$ cat config.mk
export PLATFORM = sky130hd
export DESIGN_NAME = fsdu_queue
export DESIGN_NICKNAME = d
export VERILOG_FILES = /design/src/design/fsdu_pkg.sv /design/src/design/fsdu_queue.sv
export SDC_FILE = /design/constraint.sdc
export NUM_CORES = 1
export LEC_CHECK = 0
export BUFFER_PORTS_ARGS = -buffer_cell sky130_fd_sc_hd__buf_2
export CORE_MARGIN = 3
export CORE_UTILIZATION = 52
export CTS_CLUSTER_SIZE = 28
export DETAILED_ROUTE_END_ITERATION = 8
export PLACE_DENSITY_LB_ADDON = 0.15
export SETUP_SLACK_MARGIN = 0.15
export SLEW_MARGIN = 10
export SYNTH_ARGS = -nofsm -noshare
export SYNTH_HDL_FRONTEND = slang
export SYNTH_SLANG_ARGS = --single-unit
$ cat constraint.sdc
create_clock -name clk -period 9.3 [get_ports clk]
set_clock_uncertainty 0.2 [all_clocks]
set_input_delay 1.395 -clock clk [delete_from_list [all_inputs] [get_ports clk]]
set_output_delay 1.395 -clock clk [all_outputs]
set_load 0.02 [all_outputs]
$ cat src/design/fsdu_pkg.sv
`timescale 1ns / 1ps
// ----------------------------------------------------------------------------
// fsdu_pkg: shared types and constants of the divide unit
// Opcodes, widths and the record that travels from front to back.
// ----------------------------------------------------------------------------
package fsdu_pkg;

    localparam int CELL_BITS = 32;
    localparam int DBL_BITS  = 2 * CELL_BITS;
    localparam int STEPS     = DBL_BITS;

    localparam logic [2:0] OP_SMOD   = 3'd0;
    localparam logic [2:0] OP_DMOD   = 3'd1;
    localparam logic [2:0] OP_FMMOD  = 3'd2;
    localparam logic [2:0] OP_SMREM  = 3'd3;
    localparam logic [2:0] OP_UMMOD  = 3'd4;
    localparam logic [2:0] OP_MULDIV = 3'd5;

    // Classified operation: magnitudes plus sign handling
    typedef struct packed {
        logic [DBL_BITS-1:0] mag_a;
        logic [DBL_BITS-1:0] mag_b;
        logic                neg_q;
        logic                neg_r;
        logic                neg_b;
        logic                floored;
        logic                dbl;
        logic                zero;
    } fsdu_op_t;

    typedef struct packed {
        logic [63:0] quotient;
        logic [63:0] remainder;
        logic        divide_by_zero;
    } fsdu_res_t;

endpackage

$ cat src/design/fsdu_queue.sv
`timescale 1ns / 1ps
// ----------------------------------------------------------------------------
// fsdu_queue: two-entry queue between front and back
// Lets the decode side and the divide pipeline stall independently.
// ----------------------------------------------------------------------------
module fsdu_queue (
    input  logic               clk,
    input  logic               rst_n,
    input  logic               in_valid,
    output logic               in_ready,
    input  fsdu_pkg::fsdu_op_t in_op,
    output logic               out_valid,
    input  logic               out_ready,
    output fsdu_pkg::fsdu_op_t out_op
);

    fsdu_pkg::fsdu_op_t mem_reg [2];
    logic       wr_ptr_reg, rd_ptr_reg;
    logic [1:0] count_reg, count_next;
    logic       push, pop;

    assign in_ready  = (count_reg != 2'd2);
    assign out_valid = (count_reg != 2'd0);
    assign push      = in_valid && in_ready;
    assign pop       = out_valid && out_ready;
    assign out_op    = mem_reg[rd_ptr_reg];
    assign count_next = count_reg + {1'b0, push} - {1'b0, pop};

    // Pointers and fill count
    always_ff @(posedge clk or negedge rst_n)
    begin
        if (!rst_n)
        begin
            wr_ptr_reg <= 1'b0;
            rd_ptr_reg <= 1'b0;
            count_reg  <= 2'd0;
        end
        else
        begin
            if (push)
                wr_ptr_reg <= !wr_ptr_reg;
            if (pop)
                rd_ptr_reg <= !rd_ptr_reg;
            count_reg <= count_next;
        end
    end

    // Storage
    always_ff @(posedge clk)
    begin
        if (push)
            mem_reg[wr_ptr_reg] <= in_op;
    end

    assert property (@(posedge clk) disable iff (!rst_n) count_reg != 2'd3)
        else $error("queue count out of range");
    assert property (@(posedge clk) disable iff (!rst_n)
        (count_reg == 2'd2 && !pop) |=> count_reg == 2'd2)
        else $error("full queue lost an entry");
    assert property (@(posedge clk) disable iff (!rst_n)
        (count_reg == 2'd0) |-> !pop)
        else $error("pop from empty queue");

endmodule

; ---- After elaboration in Yosys (flattened, before gate mapping)
; Memories as Yosys holds them, arrays and structs flattened.
; Cells that the tools add are included.
[word_totals]
reg_bits = 4
input_bits = 138
latchBits = 0
wordCells = 14
n_memories = 1
mem_bits_rw = 268
romBits = 0
out_inout_bits = 136
[op_classes]
n_mux = 2
n_mul = 0
reduce_logical = 5
n_addsub = 2
div_mod_pow = 0
shift = 0
bitwise_logic = 0
order_cmp = 0
eq_ne = 1
[mem_list]
columns = memory, words, word_bits, rd, rd_ports_with_merged_regs, wr, line_no
row1 = mem_reg, 2, 134, 1, 0, 1, fsdu_queue.sv:17  ; fsdu_pkg::fsdu_op_t mem_reg [2];
[ops]
columns = cell, count
row1 = $add A2 B1 Y2, 1
row2 = $logic_and A1 B1 Y1, 2
row3 = $logic_not A1 Y1, 2
row4 = $mux W1, 2
row5 = $ne A2 B2 Y1 const B, 1
row6 = $reduce_bool A2 Y1, 1
row7 = $sub A2 B1 Y2, 1

; ---- Logic depth before layout (Yosys ltp)
[depth]
depth_word = 4
ltp_mapped = 5
mapped_depth_nobuf = 5

; ---- Least setup slack after synthesis
; OpenSTA, ideal clock, no wires.
[synth_path]
path_type = input-to-reg
start = input port in_valid
end = memory mem_reg[0][0] (netlist name), enable pin
setup_ns = 0.629
arrival_time_ns = 7.042
path_stages = 2
path_buffers = 0
setup_slack_ns = 1.429
required_ns = 8.471
cell_sequence = nand2_1 nor2_1
[synth_between]
elab_chain_cells = 3
[synth_rtl]
columns = element, line_no
row1 = start: declaration, fsdu_queue.sv:9  ; input logic in_valid,
row2 = $logic_and A1 B1 Y1, fsdu_queue.sv:24  ; assign push = in_valid && in_ready;
row3 = $mux W1, fsdu_queue.sv:51  ; if (push)
row4 = $mux W1 (implied by the code), fsdu_queue.sv:52  ; mem_reg[wr_ptr_reg] <= in_op;
row5 = end: declaration, fsdu_queue.sv:17
; No other way between the ends.

==> impl_metrics.env <==
export IMPL_cap_violations=0
export IMPL_clkTransAtPathRegs_ns=0.06
export IMPL_hold_class="flip-flop to flip-flop"
export IMPL_outcome="completed"
export IMPL_maxSlewViolCount=0
export IMPL_path_delay_family="buffers and inverters"
export IMPL_die_h_um=145.3
export IMPL_crit_path_start_kind="flip-flop"
export IMPL_drc=0
export IMPL_pwr_share_seq=0.441
export IMPL_port_buffers=273
export IMPL_r2r_end="mem_reg[1][58]"
export IMPL_drtIter0Drc=287
export IMPL_vias=5094
export IMPL_max_slew_margin_rel=0.2820
export IMPL_fp_row_count=50
export IMPL_hpwl_um=12690
export IMPL_cts_tree="done"
export IMPL_ctsHoldBuffers=0
export IMPL_synth_top_cell_by_area="edfxtp_1"
export IMPL_path_cells="buf_4 > mux2_2 > buf_2"
export IMPL_yosysSeqAreaShare=0.8079
export IMPL_htreeDepth=1
export IMPL_yosys_warnings=0
export IMPL_whs_endpoint="wr_ptr_reg"
export IMPL_vias_per_cell=5.069
export IMPL_clkPwrFrac=0.231
export IMPL_synth_nets=578
export IMPL_io_pins=274
export IMPL_cts_sinks=272
export IMPL_synth_area_per_cell_um2=22.97
export IMPL_slowest_stage="dfrtp_4"
export IMPL_drt_pass1_iter_count=4
export IMPL_nets=869
export IMPL_grt_total_usage=0.1720
export IMPL_vdd_drop_max_v=0.0002169
export IMPL_cts_path_max_buffers=3
export IMPL_final_layout_size_suffix_gt1_frac=0.5989
export IMPL_synth_area_top_cells="edfxtp_1, mux2_2, mux2_4, dfrtp_1, buf_6"
export IMPL_die_area_mm2=0.02110
export IMPL_combPwrFrac=0.328
export IMPL_fin_tns_setup_ns=0
export IMPL_arrival_ns=3.19
export IMPL_rsz0062_at_grt="no"
export IMPL_slowest_delay_ns=1.07
export IMPL_crit_buf_inv=2
export IMPL_crit_required_ns=7.71
export IMPL_synth_top_area_share=0.7980
export IMPL_die_w_um=145.3
export IMPL_start_util=0.5338
export IMPL_leakagePower_uw=0.004788
export IMPL_ant_nets=0
export IMPL_setup_viol=0
export IMPL_cts_buffers=27
export IMPL_grt_ovfl_total=0
export IMPL_antenna_found_initial=7
export IMPL_root_buffer="clkbuf_16"
export IMPL_area_growth_pct=23.64
export IMPL_hold_start="wr_ptr_reg"
export IMPL_wire_per_inst_um=18.79
export IMPL_grt_pass1_vias=5352
export IMPL_rr_worst_depth=3
export IMPL_nFillCells=1371
export IMPL_clock_fmax_mhz=209.1
export IMPL_whs_path_depth=1
export IMPL_largest_reg_flops=268
export IMPL_p_sw_frac=0.3183
export IMPL_synth_edff_count=268
export IMPL_cts_resized=0
export IMPL_worstPathMaxFanout=69
export IMPL_core_area_mm2=0.01889
export IMPL_async_reset_ff_frac=0.01471
export IMPL_crit_type="flip-flop to primary output"
export IMPL_yosysUniqueCellTypes=19
export IMPL_grt_max_degree=79
export IMPL_clk_latency_ns=0.51
export IMPL_finalCritPeriodShare=0.5143
export IMPL_cts_setup_buffers=0
export IMPL_period_minus_slack_ns=4.783
export IMPL_p_int_uw=2794
export IMPL_p_sw_uw=1305
export IMPL_syn_instance_count=439
export IMPL_crit_reg2reg_launch="count_reg[0]"
export IMPL_synth_seq_cells=272
export IMPL_gp_congestion=0.7364
export IMPL_worstMarginPinSlew_ns=1.077
export IMPL_hold_viol_final=0
export IMPL_r2r_setup_slack_ns=6.36
export IMPL_whs_ns=0.3474
export IMPL_netlist_area_mm2=0.01008
export IMPL_power_density_mw_per_mm2=328.8
export IMPL_wl_um=18890
export IMPL_ys_flop_type="edfxtp_1"
export IMPL_end_kind="primary output"
export IMPL_grt_pass1_wl_um=28970
[layout by cell type, fill, tap and decap left out]
cell	count
buf_2	273
edfxtp_1	268
mux2_2	84
mux2_4	50
clkbuf_16	27
clkinv_1	8
clkbuf_1	5
buf_4	4
xnor2_1	3
dfrtp_1	3
diode_2	2
nand2_1	2
nor2_1	2
nand2b_1	1
nor4bb_1	1
nor2b_1	1
a311oi_1	1
nor2_4	1
o21ba_2	1
nand3_1	1
o21ai_0	1
and3_4	1
or2_2	1
ha_1	1
bufinv_16	1
clkinv_2	1
dfrtp_4	1
[through the flow]
step	util	std cells	cell area [um2]	setup WS, ns	total power, uW
2_1_floorplan	-	439	10080	1.429	2826
3_3_place_gp	0.6195	961	11700	5.071	3164
3_5_place_dp	0.6195	961	11700	5.015	3197
4_1_cts	0.6597	1003	12460	4.452	4149
5_1_grt	0.6599	1005	12470	4.333	4293
6_report	0.6599	1005	12470	4.517	4099
[area by class of cell]
class / instances / area [um2] / area share
antenna: 2 / 5.005 / 0.0004014
multi-input combinational: 152 / 1831 / 0.1468
sequential: 272 / 8152 / 0.6538
timing repair buffer: 277 / 1396 / 0.1120
clock buffer: 32 / 694.4 / 0.05569
tap: 260 / 325.3 / 0.02609
clock inverter: 10 / 65.06 / 0.005218
[power by group through the flow]
stage	Sequential [uW]	Clock [uW]	Combinational, uW
finish	1810	948	1340
CTS	1810	972	1360
detailed placement	1840	0	1360
floorplan	1800	0	1030
global placement	1820	0	1340
global route	1840	1030	1420
[cells by family (layout without fill, tap and decap cells)]
group           count (synthesis)  in the layout  share of synthesized area
buf+inv                        15            319                    0.01179
other cells                     0              2                          0
flops                         272            272                     0.8079
fa+ha+maj                       1              1                   0.001240
xor+xnor                        3              3                   0.002606
compound gates                  3              3                   0.002357
simple gates                   11             11                   0.005833
mux                           134            134                     0.1682
[layer usage]
layer,track usage,share of wire,up-vias
li1,-,-,2340
met1,0.2160,0.40,2481
met2,0.2816,0.49,221
met3,0.06371,0.094,42
met4,0.05271,0.021,10
met5,0,0.0041,-
[synth_stat cells, types with 2 or more instances]
library cell / instances
buf_2: 8
buf_6: 7
dfrtp_1: 4
edfxtp_1: 268
mux2_2: 84
mux2_4: 50
nand2_1: 2
nor2_1: 3
xnor2_1: 3
[worst max path at each step]
stage,depth (start not counted),slack (ns),endpoint,startpoint
after global placement,3,5.07,out_op[38],rd_ptr_reg
final,3,4.52,out_op[133],rd_ptr_reg
after floorplan,2,1.43,mem_reg[0][0],in_valid
after CTS,3,4.45,out_op[67],rd_ptr_reg
after global routing,3,4.33,out_op[67],rd_ptr_reg
after detailed placement,3,5.01,out_op[67],rd_ptr_reg
Power figures use the tool's default switching activity.
