[src/design/fsdu_pkg.sv]
`timescale 1ns / 1ps
// ----------------------------------------------------------------------------
// fsdu_pkg: shared types and constants of the divide unit
// Opcodes, widths and the record that travels from front to back.
// ----------------------------------------------------------------------------
package fsdu_pkg;

    localparam int CELL_BITS = 32;
    localparam int DBL_BITS  = 2 * CELL_BITS;
    localparam int STEPS     = DBL_BITS;

    localparam logic [2:0] OP_SMOD   = 3'd0;
    localparam logic [2:0] OP_DMOD   = 3'd1;
    localparam logic [2:0] OP_FMMOD  = 3'd2;
    localparam logic [2:0] OP_SMREM  = 3'd3;
    localparam logic [2:0] OP_UMMOD  = 3'd4;
    localparam logic [2:0] OP_MULDIV = 3'd5;

    // Classified operation: magnitudes plus sign handling
    typedef struct packed {
        logic [DBL_BITS-1:0] mag_a;
        logic [DBL_BITS-1:0] mag_b;
        logic                neg_q;
        logic                neg_r;
        logic                neg_b;
        logic                floored;
        logic                dbl;
        logic                zero;
    } fsdu_op_t;

    typedef struct packed {
        logic [63:0] quotient;
        logic [63:0] remainder;
        logic        divide_by_zero;
    } fsdu_res_t;

endpackage

[src/design/fsdu_front.sv]
`timescale 1ns / 1ps
// ----------------------------------------------------------------------------
// fsdu_front: operand decode
// Two stages: operand selection and factor magnitudes, then product, magnitudes and signs.
// ----------------------------------------------------------------------------
module fsdu_front (
    input  logic                 clk,
    input  logic                 rst_n,
    input  logic                 in_valid,
    output logic                 in_ready,
    input  logic [2:0]           opcode,
    input  logic [63:0]          dividend,
    input  logic [31:0]          multiplier,
    input  logic [63:0]          divisor,
    output logic                 out_valid,
    input  logic                 out_ready,
    output fsdu_pkg::fsdu_op_t   out_op
);

    localparam int CB = fsdu_pkg::CELL_BITS;
    localparam int DB = fsdu_pkg::DBL_BITS;

    logic           s1_valid_reg;
    logic [DB-1:0]  s1_a_reg, s1_b_reg;
    logic [CB-1:0]  s1_mx_reg, s1_my_reg;
    logic           s1_neg_p_reg, s1_mul_reg, s1_unsigned_reg;
    logic           s1_floored_reg, s1_dbl_reg, s1_bad_reg;
    logic           s2_valid_reg;
    fsdu_pkg::fsdu_op_t s2_op_reg, s2_op_next;
    logic           s1_adv, s2_adv;

    logic [CB-1:0]  x_c, y_c;
    logic [DB-1:0]  a_sel, b_sel;
    logic           is_mul, is_uns, is_dbl, is_bad;

    assign s2_adv   = !s2_valid_reg || out_ready;
    assign s1_adv   = !s1_valid_reg || s2_adv;
    assign in_ready = s1_adv;

    // Operand selection per opcode
    always_comb
    begin
        x_c    = dividend[CB-1:0];
        y_c    = multiplier[CB-1:0];
        a_sel  = '0;
        b_sel  = {{(DB-CB){divisor[CB-1]}}, divisor[CB-1:0]};
        is_mul = 1'b0;
        is_uns = 1'b0;
        is_dbl = 1'b0;
        is_bad = 1'b0;
        unique case (opcode)
            fsdu_pkg::OP_SMOD:
            begin
                a_sel = {{(DB-CB){dividend[CB-1]}}, dividend[CB-1:0]};
            end
            fsdu_pkg::OP_DMOD:
            begin
                a_sel  = dividend[DB-1:0];
                b_sel  = divisor[DB-1:0];
                is_dbl = 1'b1;
            end
            fsdu_pkg::OP_FMMOD, fsdu_pkg::OP_SMREM:
            begin
                a_sel = dividend[DB-1:0];
            end
            fsdu_pkg::OP_UMMOD:
            begin
                a_sel  = dividend[DB-1:0];
                b_sel  = {{(DB-CB){1'b0}}, divisor[CB-1:0]};
                is_uns = 1'b1;
            end
            fsdu_pkg::OP_MULDIV:
            begin
                is_mul = 1'b1;
            end
            default:
            begin
                is_bad = 1'b1;
                b_sel  = '0;
            end
        endcase
    end

    // Stage 1: selected operands and factor magnitudes
    always_ff @(posedge clk or negedge rst_n)
    begin
        if (!rst_n)
        begin
            s1_valid_reg <= 1'b0;
        end
        else if (s1_adv)
        begin
            s1_valid_reg <= in_valid;
        end
    end

    always_ff @(posedge clk)
    begin
        if (s1_adv && in_valid)
        begin
            s1_a_reg        <= a_sel;
            s1_b_reg        <= b_sel;
            s1_mx_reg       <= x_c[CB-1] ? (~x_c + 1'b1) : x_c;
            s1_my_reg       <= y_c[CB-1] ? (~y_c + 1'b1) : y_c;
            s1_neg_p_reg    <= x_c[CB-1] ^ y_c[CB-1];
            s1_mul_reg      <= is_mul;
            s1_unsigned_reg <= is_uns;
            s1_floored_reg  <= (opcode != fsdu_pkg::OP_SMREM);
            s1_dbl_reg      <= is_dbl;
            s1_bad_reg      <= is_bad;
        end
    end

    // Stage 2: product magnitude, operand magnitudes and result signs
    logic [DB-1:0] prod_c, a2_c;
    logic          sa_c, sb_c;
    always_comb
    begin
        prod_c = s1_mx_reg * s1_my_reg;
        if (s1_mul_reg)
        begin
            a2_c = prod_c;
            sa_c = s1_neg_p_reg && (prod_c != '0);
        end
        else
        begin
            sa_c = s1_a_reg[DB-1] && !s1_unsigned_reg;
            a2_c = sa_c ? (~s1_a_reg + 1'b1) : s1_a_reg;
        end
        sb_c = s1_b_reg[DB-1] && !s1_unsigned_reg;
        s2_op_next.mag_a   = a2_c;
        s2_op_next.mag_b   = sb_c ? (~s1_b_reg + 1'b1) : s1_b_reg;
        s2_op_next.neg_q   = sa_c ^ sb_c;
        s2_op_next.neg_r   = sa_c;
        s2_op_next.neg_b   = sb_c;
        s2_op_next.floored = s1_floored_reg && !s1_unsigned_reg;
        s2_op_next.dbl     = s1_dbl_reg;
        s2_op_next.zero    = (s1_b_reg == '0) && !s1_bad_reg;
        if (s1_bad_reg)
        begin
            s2_op_next.mag_a = '0;
            s2_op_next.neg_q = 1'b0;
            s2_op_next.neg_r = 1'b0;
            s2_op_next.neg_b = 1'b0;
        end
    end

    always_ff @(posedge clk or negedge rst_n)
    begin
        if (!rst_n)
        begin
            s2_valid_reg <= 1'b0;
        end
        else if (s2_adv)
        begin
            s2_valid_reg <= s1_valid_reg;
        end
    end

    always_ff @(posedge clk)
    begin
        if (s2_adv && s1_valid_reg)
        begin
            s2_op_reg <= s2_op_next;
        end
    end

    assign out_valid = s2_valid_reg;
    assign out_op    = s2_op_reg;

endmodule

[config.mk]
export PLATFORM = sky130hd
export DESIGN_NAME = fsdu_front
export DESIGN_NICKNAME = d
export VERILOG_FILES = /design/src/design/fsdu_pkg.sv /design/src/design/fsdu_front.sv
export SDC_FILE = /design/constraint.sdc
export NUM_CORES = 2
export LEC_CHECK = 0
export BUFFER_PORTS_ARGS = -buffer_cell sky130_fd_sc_hd__buf_2
export CAP_MARGIN = 10
export CORE_UTILIZATION = 60
export DETAILED_ROUTE_END_ITERATION = 8
export PLACE_DENSITY = 0.79
export SYNTH_ARGS = -nofsm -noshare
export SYNTH_HDL_FRONTEND = slang
export SYNTH_SLANG_ARGS = --single-unit
[constraint.sdc]
create_clock -name clk -period 10.72 [get_ports clk]
set_input_delay 1.072 -clock clk [delete_from_list [all_inputs] [get_ports clk]]
set_output_delay 1.072 -clock clk [all_outputs]
set_load 0.1 [all_outputs]
# Word-level counts from Yosys, hierarchy flattened

Cells that the tools add are included.

Equal/unequal tests: 6
Bitwise gates (word level): 6
Reduce and logical (&&, ||, !) cells: 19
$mul: 1
$add $sub $neg: 4
Mux-type cells: 12

Operators by type and width:

| kind                  | count |
|---|---|
| $mux 64               | 3 |
| $pmux 64 s3           | 1 |
| $add 64x1->64 const B | 2 |
| $not 64->64           | 2 |
| $pmux 64 s2           | 1 |
| $add 32x1->32 const B | 2 |
| $logic_not 64->1      | 1 |
| $mul 32x32->64        | 1 |
| $not 32->32           | 2 |
| $reduce_bool 64->1    | 1 |
| $mux 31               | 2 |
| $reduce_or 4->1       | 2 |
| $logic_and 1x1->1     | 7 |
| $eq 3x2->1 const B    | 2 |
| $eq 3x3->1 const B    | 2 |
| $reduce_or 6->1       | 1 |
| $mux 1                | 5 |
| $logic_not 1->1       | 4 |
| $eq 3x1->1 const B    | 1 |
| $logic_not 3->1       | 1 |
| $ne 3x2->1 const B    | 1 |
| $logic_or 1x1->1      | 2 |
| $xor 1x1->1           | 2 |

Output and inout bits: 136
Register bits after elaboration: 334
Logic and storage cells: 70

# Logic depth before layout (Yosys ltp)

Depth after elaboration: 5
Mapped depth: 29
Mapped depth without buffers: 27

# Least setup slack after synthesis

OpenSTA, ideal clock, no wires.

Kind: register to register
Start: register s1_mx_reg[25]
End: register s2_op_reg, in the netlist out_op[5] (data pin)
Data arrival time: 7.526 ns
Setup slack: 2.934 ns
Cell stages (with the launch flop): 28
Clock period less this slack: 7.786 ns
Path buffers: 2
Library setup time: 0.260 ns
Cells stage by stage: edfxtp_1 clkbuf_1 and2_1 fa_1 fa_1 inv_1 fa_1 fa_1 inv_1 fa_1 fa_1 fa_1 inv_1 fa_1 inv_1 ha_1 buf_6 a21oi_2 o21ai_1 a21o_1 and2_1 a311o_1 or4_1 o211ai_2 nand4b_1 nor4_1 a41oi_2 mux2_4

Word-level cells in the longest chain between the ends: 5

Ends and longest elaborated chain:

| what                   | line              | source |
|---|---|---|
| from (decl)            | fsdu_front.sv:25  | `logic [CB-1:0] s1_mx_reg, s1_my_reg;` |
| from (signal assigned) | fsdu_front.sv:103 | `s1_mx_reg <= x_c[CB-1] ? (~x_c + 1'b1) : x_c;` |
| $mul 32x32->64         | fsdu_front.sv:119 | `prod_c = s1_mx_reg * s1_my_reg;` |
| $reduce_bool 64->1     | fsdu_front.sv:123 | `sa_c = s1_neg_p_reg && (prod_c != '0);` |
| $logic_and 1x1->1      | fsdu_front.sv:123 |  |
| $mux 1                 | fsdu_front.sv:120 | `if (s1_mul_reg)` |
| $xor 1x1->1            | fsdu_front.sv:133 | `s2_op_next.neg_q = sa_c ^ sb_c;` |
| to (signal assigned)   | fsdu_front.sv:164 | `s2_op_reg <= s2_op_next;` |
| to (decl)              | fsdu_front.sv:29  | `fsdu_pkg::fsdu_op_t s2_op_reg, s2_op_next;` |

No other way between the ends.
A chain may end at the register's enable or synchronous reset.

# Worst setup path in the final report

Start: register s1_mx_reg[17]
End: register s2_op_reg, in the netlist out_op[5] (data pin)

The elaborated chain is that of the path after synthesis.

==> flow_metrics.tcl <==
set metrics [dict create \
    antenna_found_initial 11 \
    fp-row-count 105 \
    final-max-slew-violation-count 0 \
    io_pins 303 \
    core_area_um2 82200 \
    fin_setup_tns_ns 0 \
    synth.most_common_cell "fa_1" \
    final_area_um2 53600 \
    r2r_start "s1_mx_reg[17]" \
    max_slew_margin_pct 12.7 \
    wl_um 135000 \
    finalNetCount 6555 \
    grt_pass1_wl_um 216000 \
    firstDrtPassIters 6 \
    root_buffer "clkbuf_16" \
    n_fill_cell 6454 \
    ys_seq_area_share_pct 20.0 \
    setup_viol 0 \
    initial_core_util_pct 60.8 \
    cts_tree "yes" \
    setup.worst_path.end_class "flip-flop" \
    syn-num-nets 6439 \
    worst_pin_slew_ns 1.31 \
    cp_common_cell "fa_1" \
    cp.arrival_ns 9.77 \
    overflow 0 \
    synth_common_cells "896 x fa_1, 866 x inv_1, 659 x and2_1, 576 x nand2_1, 332 x edfxtp_1" \
    avgRoutedWirePerCell_um 21.3 \
    remaining_drc_errors 0 \
    grt_pass1_vias 39400 \
    cts.sinks 334 \
    synth-seq-cells 334 \
    synthArstFlopShare_pct 0.599 \
    required_ns 11.06 \
    synth.distinct_cells 88 \
    cts_inserted_buffers 37 \
    syn_to_final_growth_pct 7.22 \
    clock.fmax_mhz 106 \
    path_class "flip-flop to flip-flop" \
    synth_warnings 0 \
    cts_resized 0 \
    hold_path.class "input port to async pin" \
    status "finished, final reports clean" \
    cts_buffer_depth 3 \
    hold_violations 0 \
    port_buffers 302 \
    rsz0062_at_grt "no" \
    die_area_um2 84500 \
    antenna_left 0 \
    first_iter_violations 2828 \
    largest_reg_flops 134 \
    cts_setup_buffers 0 \
    clk_pin_slew_ns 0.06 \
    avgSynthCellArea_um2 9.79 \
    critPathMaxStageDelay_ns 1.21 \
    netlist_area_um2 50000 \
    gp_congestion 1.01 \
    period_minus_slack_ns 9.43 \
    syn_inst 5109 \
    drive_gt1_share_pct 9.27 \
    slowest_stage "edfxtp_1" \
    synth_largest_area_cell "fa_1" \
    htree_levels 2 \
    yosysTopAreaCellShare_pct 35.9 \
    cap_violations 0 \
    crit_start "s1_mx_reg[17]" \
    ctsHoldBuffers 0 \
    ys_top_cells_by_area "fa_1 36%, edfxtp_1 20%, and2_1 8.2%" \
    placed_cell_area_um2 52200 \
    die_y_um 291 \
    synth-edff-count 332 \
    dp_hpwl_um 109000 \
    finClkSkew_ns 0.0375 \
    path_cells "nand2_1 -> fa_1 -> fa_1 -> inv_1 -> fa_1 -> fa_1 -> fa_1 -> fa_1 -> fa_1 -> inv_1 -> fa_1 -> inv_1 -> ha_1 -> and4_1 -> nor3b_1 -> nand2_1 -> a311oi_2 -> nor2_1 -> nor2_1 -> xnor2_1 -> o211ai_1 -> nor4_1 -> a41oi_2 -> mux2_4" \
    startpoint_type "flip-flop" \
    finalCritPeriodShare_pct 88.0 \
    die_x_um 291 \
    vias_per_cell 5.86 \
    dr_total_vias 37100 \
    grt_util_all_layers_pct 32.8 \
    cp_max_fo 32 \
    synthFlopType "edfxtp_1" \
    grt_max_degree 97 \
    clk_latency_ns 0.59 \
]
[routing by layer]
metal | share of wire [%] | GRT usage (%)
met1 | 38 | 42.4
met2 | 48 | 53.9
met3 | 8.8 | 5.35
met4 | 5.4 | 16.0
met5 | 0.0089 | 0
[layout by cell type (no fill, tap or decap), drive strengths merged, types with 7 or more instances in the layout]
cell type / count
buf: 378
nor2: 190
a211oi: 53
edfxtp: 332
inv: 868
ha: 267
xnor2: 158
nor4: 24
o21a: 8
a21oi: 148
clkbuf: 43
nand4: 43
nand3: 25
o21ai: 112
nand2: 579
o41ai: 21
xor2: 81
o211ai: 9
a31oi: 14
nor2b: 10
clkinv: 12
or3: 29
a21o: 83
nand2b: 30
and3: 12
nor3: 37
or4: 17
diode: 10
and2: 660
bufinv: 7
fa: 896
o31ai: 30
[area by class of cell]
class                           instances  area, um2  area share (%)
Multi-Input combinational cell       3608      35600            66.3
Tap cell                             1070       1340            2.50
Clock buffer                           43        948            1.77
Sequential cell                       334      10000            18.7
Inverter                              866       3250            6.06
Timing Repair Buffer                  378       2110            3.93
Antenna cell                           10       25.0          0.0467
Clock inverter                         24        372           0.693
[worst paths after layout]
| kind | end | slack (ns) | cells past startpoint |
|---|---|---|---|
| worst min-delay path | s1_valid_reg | 0.27 | 1 |
| min in group clk | out_op[1] | 0.44 | 0 |
| worst max register to register | out_op[5] | 1.29 | 24 |
| worst max-delay path | out_op[5] | 1.29 | 24 |
| max in group asynchronous | out_valid | 10.36 | 1 |
| worst min register to register | out_op[1] | 0.44 | 0 |
[critical path: cells and delay by family, from the launching register on]
family / cells / cell delay (ns)
DFF: 1 / 1.21
adders and majority gates: 9 / 4.65
buffers and inverters: 3 / 0.16
and+or+nand+nor: 7 / 1.88
xor gates and xnor gates: 1 / 0.18
muxes: 1 / 0.34
AOI/OAI and AO/OA: 3 / 0.75
[per-stage QoR]
step	util, %	std cells	setup slack, ns	hold slack (ns)
6_report	65.2	6333	1.29	0.269
5_1_grt	65.2	6332	0.911	0.265
4_1_cts	65.1	6321	1.43	0.254
3_5_place_dp	63.5	6254	1.44	0.430
3_3_place_gp	63.5	6254	1.49	0.404
2_1_floorplan	-	5109	2.93	0.400
[logic make-up (layout without fill, tap and decap cells)]
| logic type | Yosys count | in the layout | share of synthesized area (%) |
|---|---|---|---|
| compound gates | 515 | 515 | 6.85 |
| fa+ha+maj | 1163 | 1163 | 42.5 |
| other cells | 0 | 10 | 0 |
| xor+xnor | 239 | 239 | 4.18 |
| simple gates | 1688 | 1688 | 17.4 |
| mux | 3 | 3 | 0.0700 |
| buf+inv | 1167 | 1311 | 8.90 |
| flops | 334 | 334 | 20.0 |
Power is not shown: default switching activity piles up to over one toggle a cycle in this logic, so the estimate is an artifact.
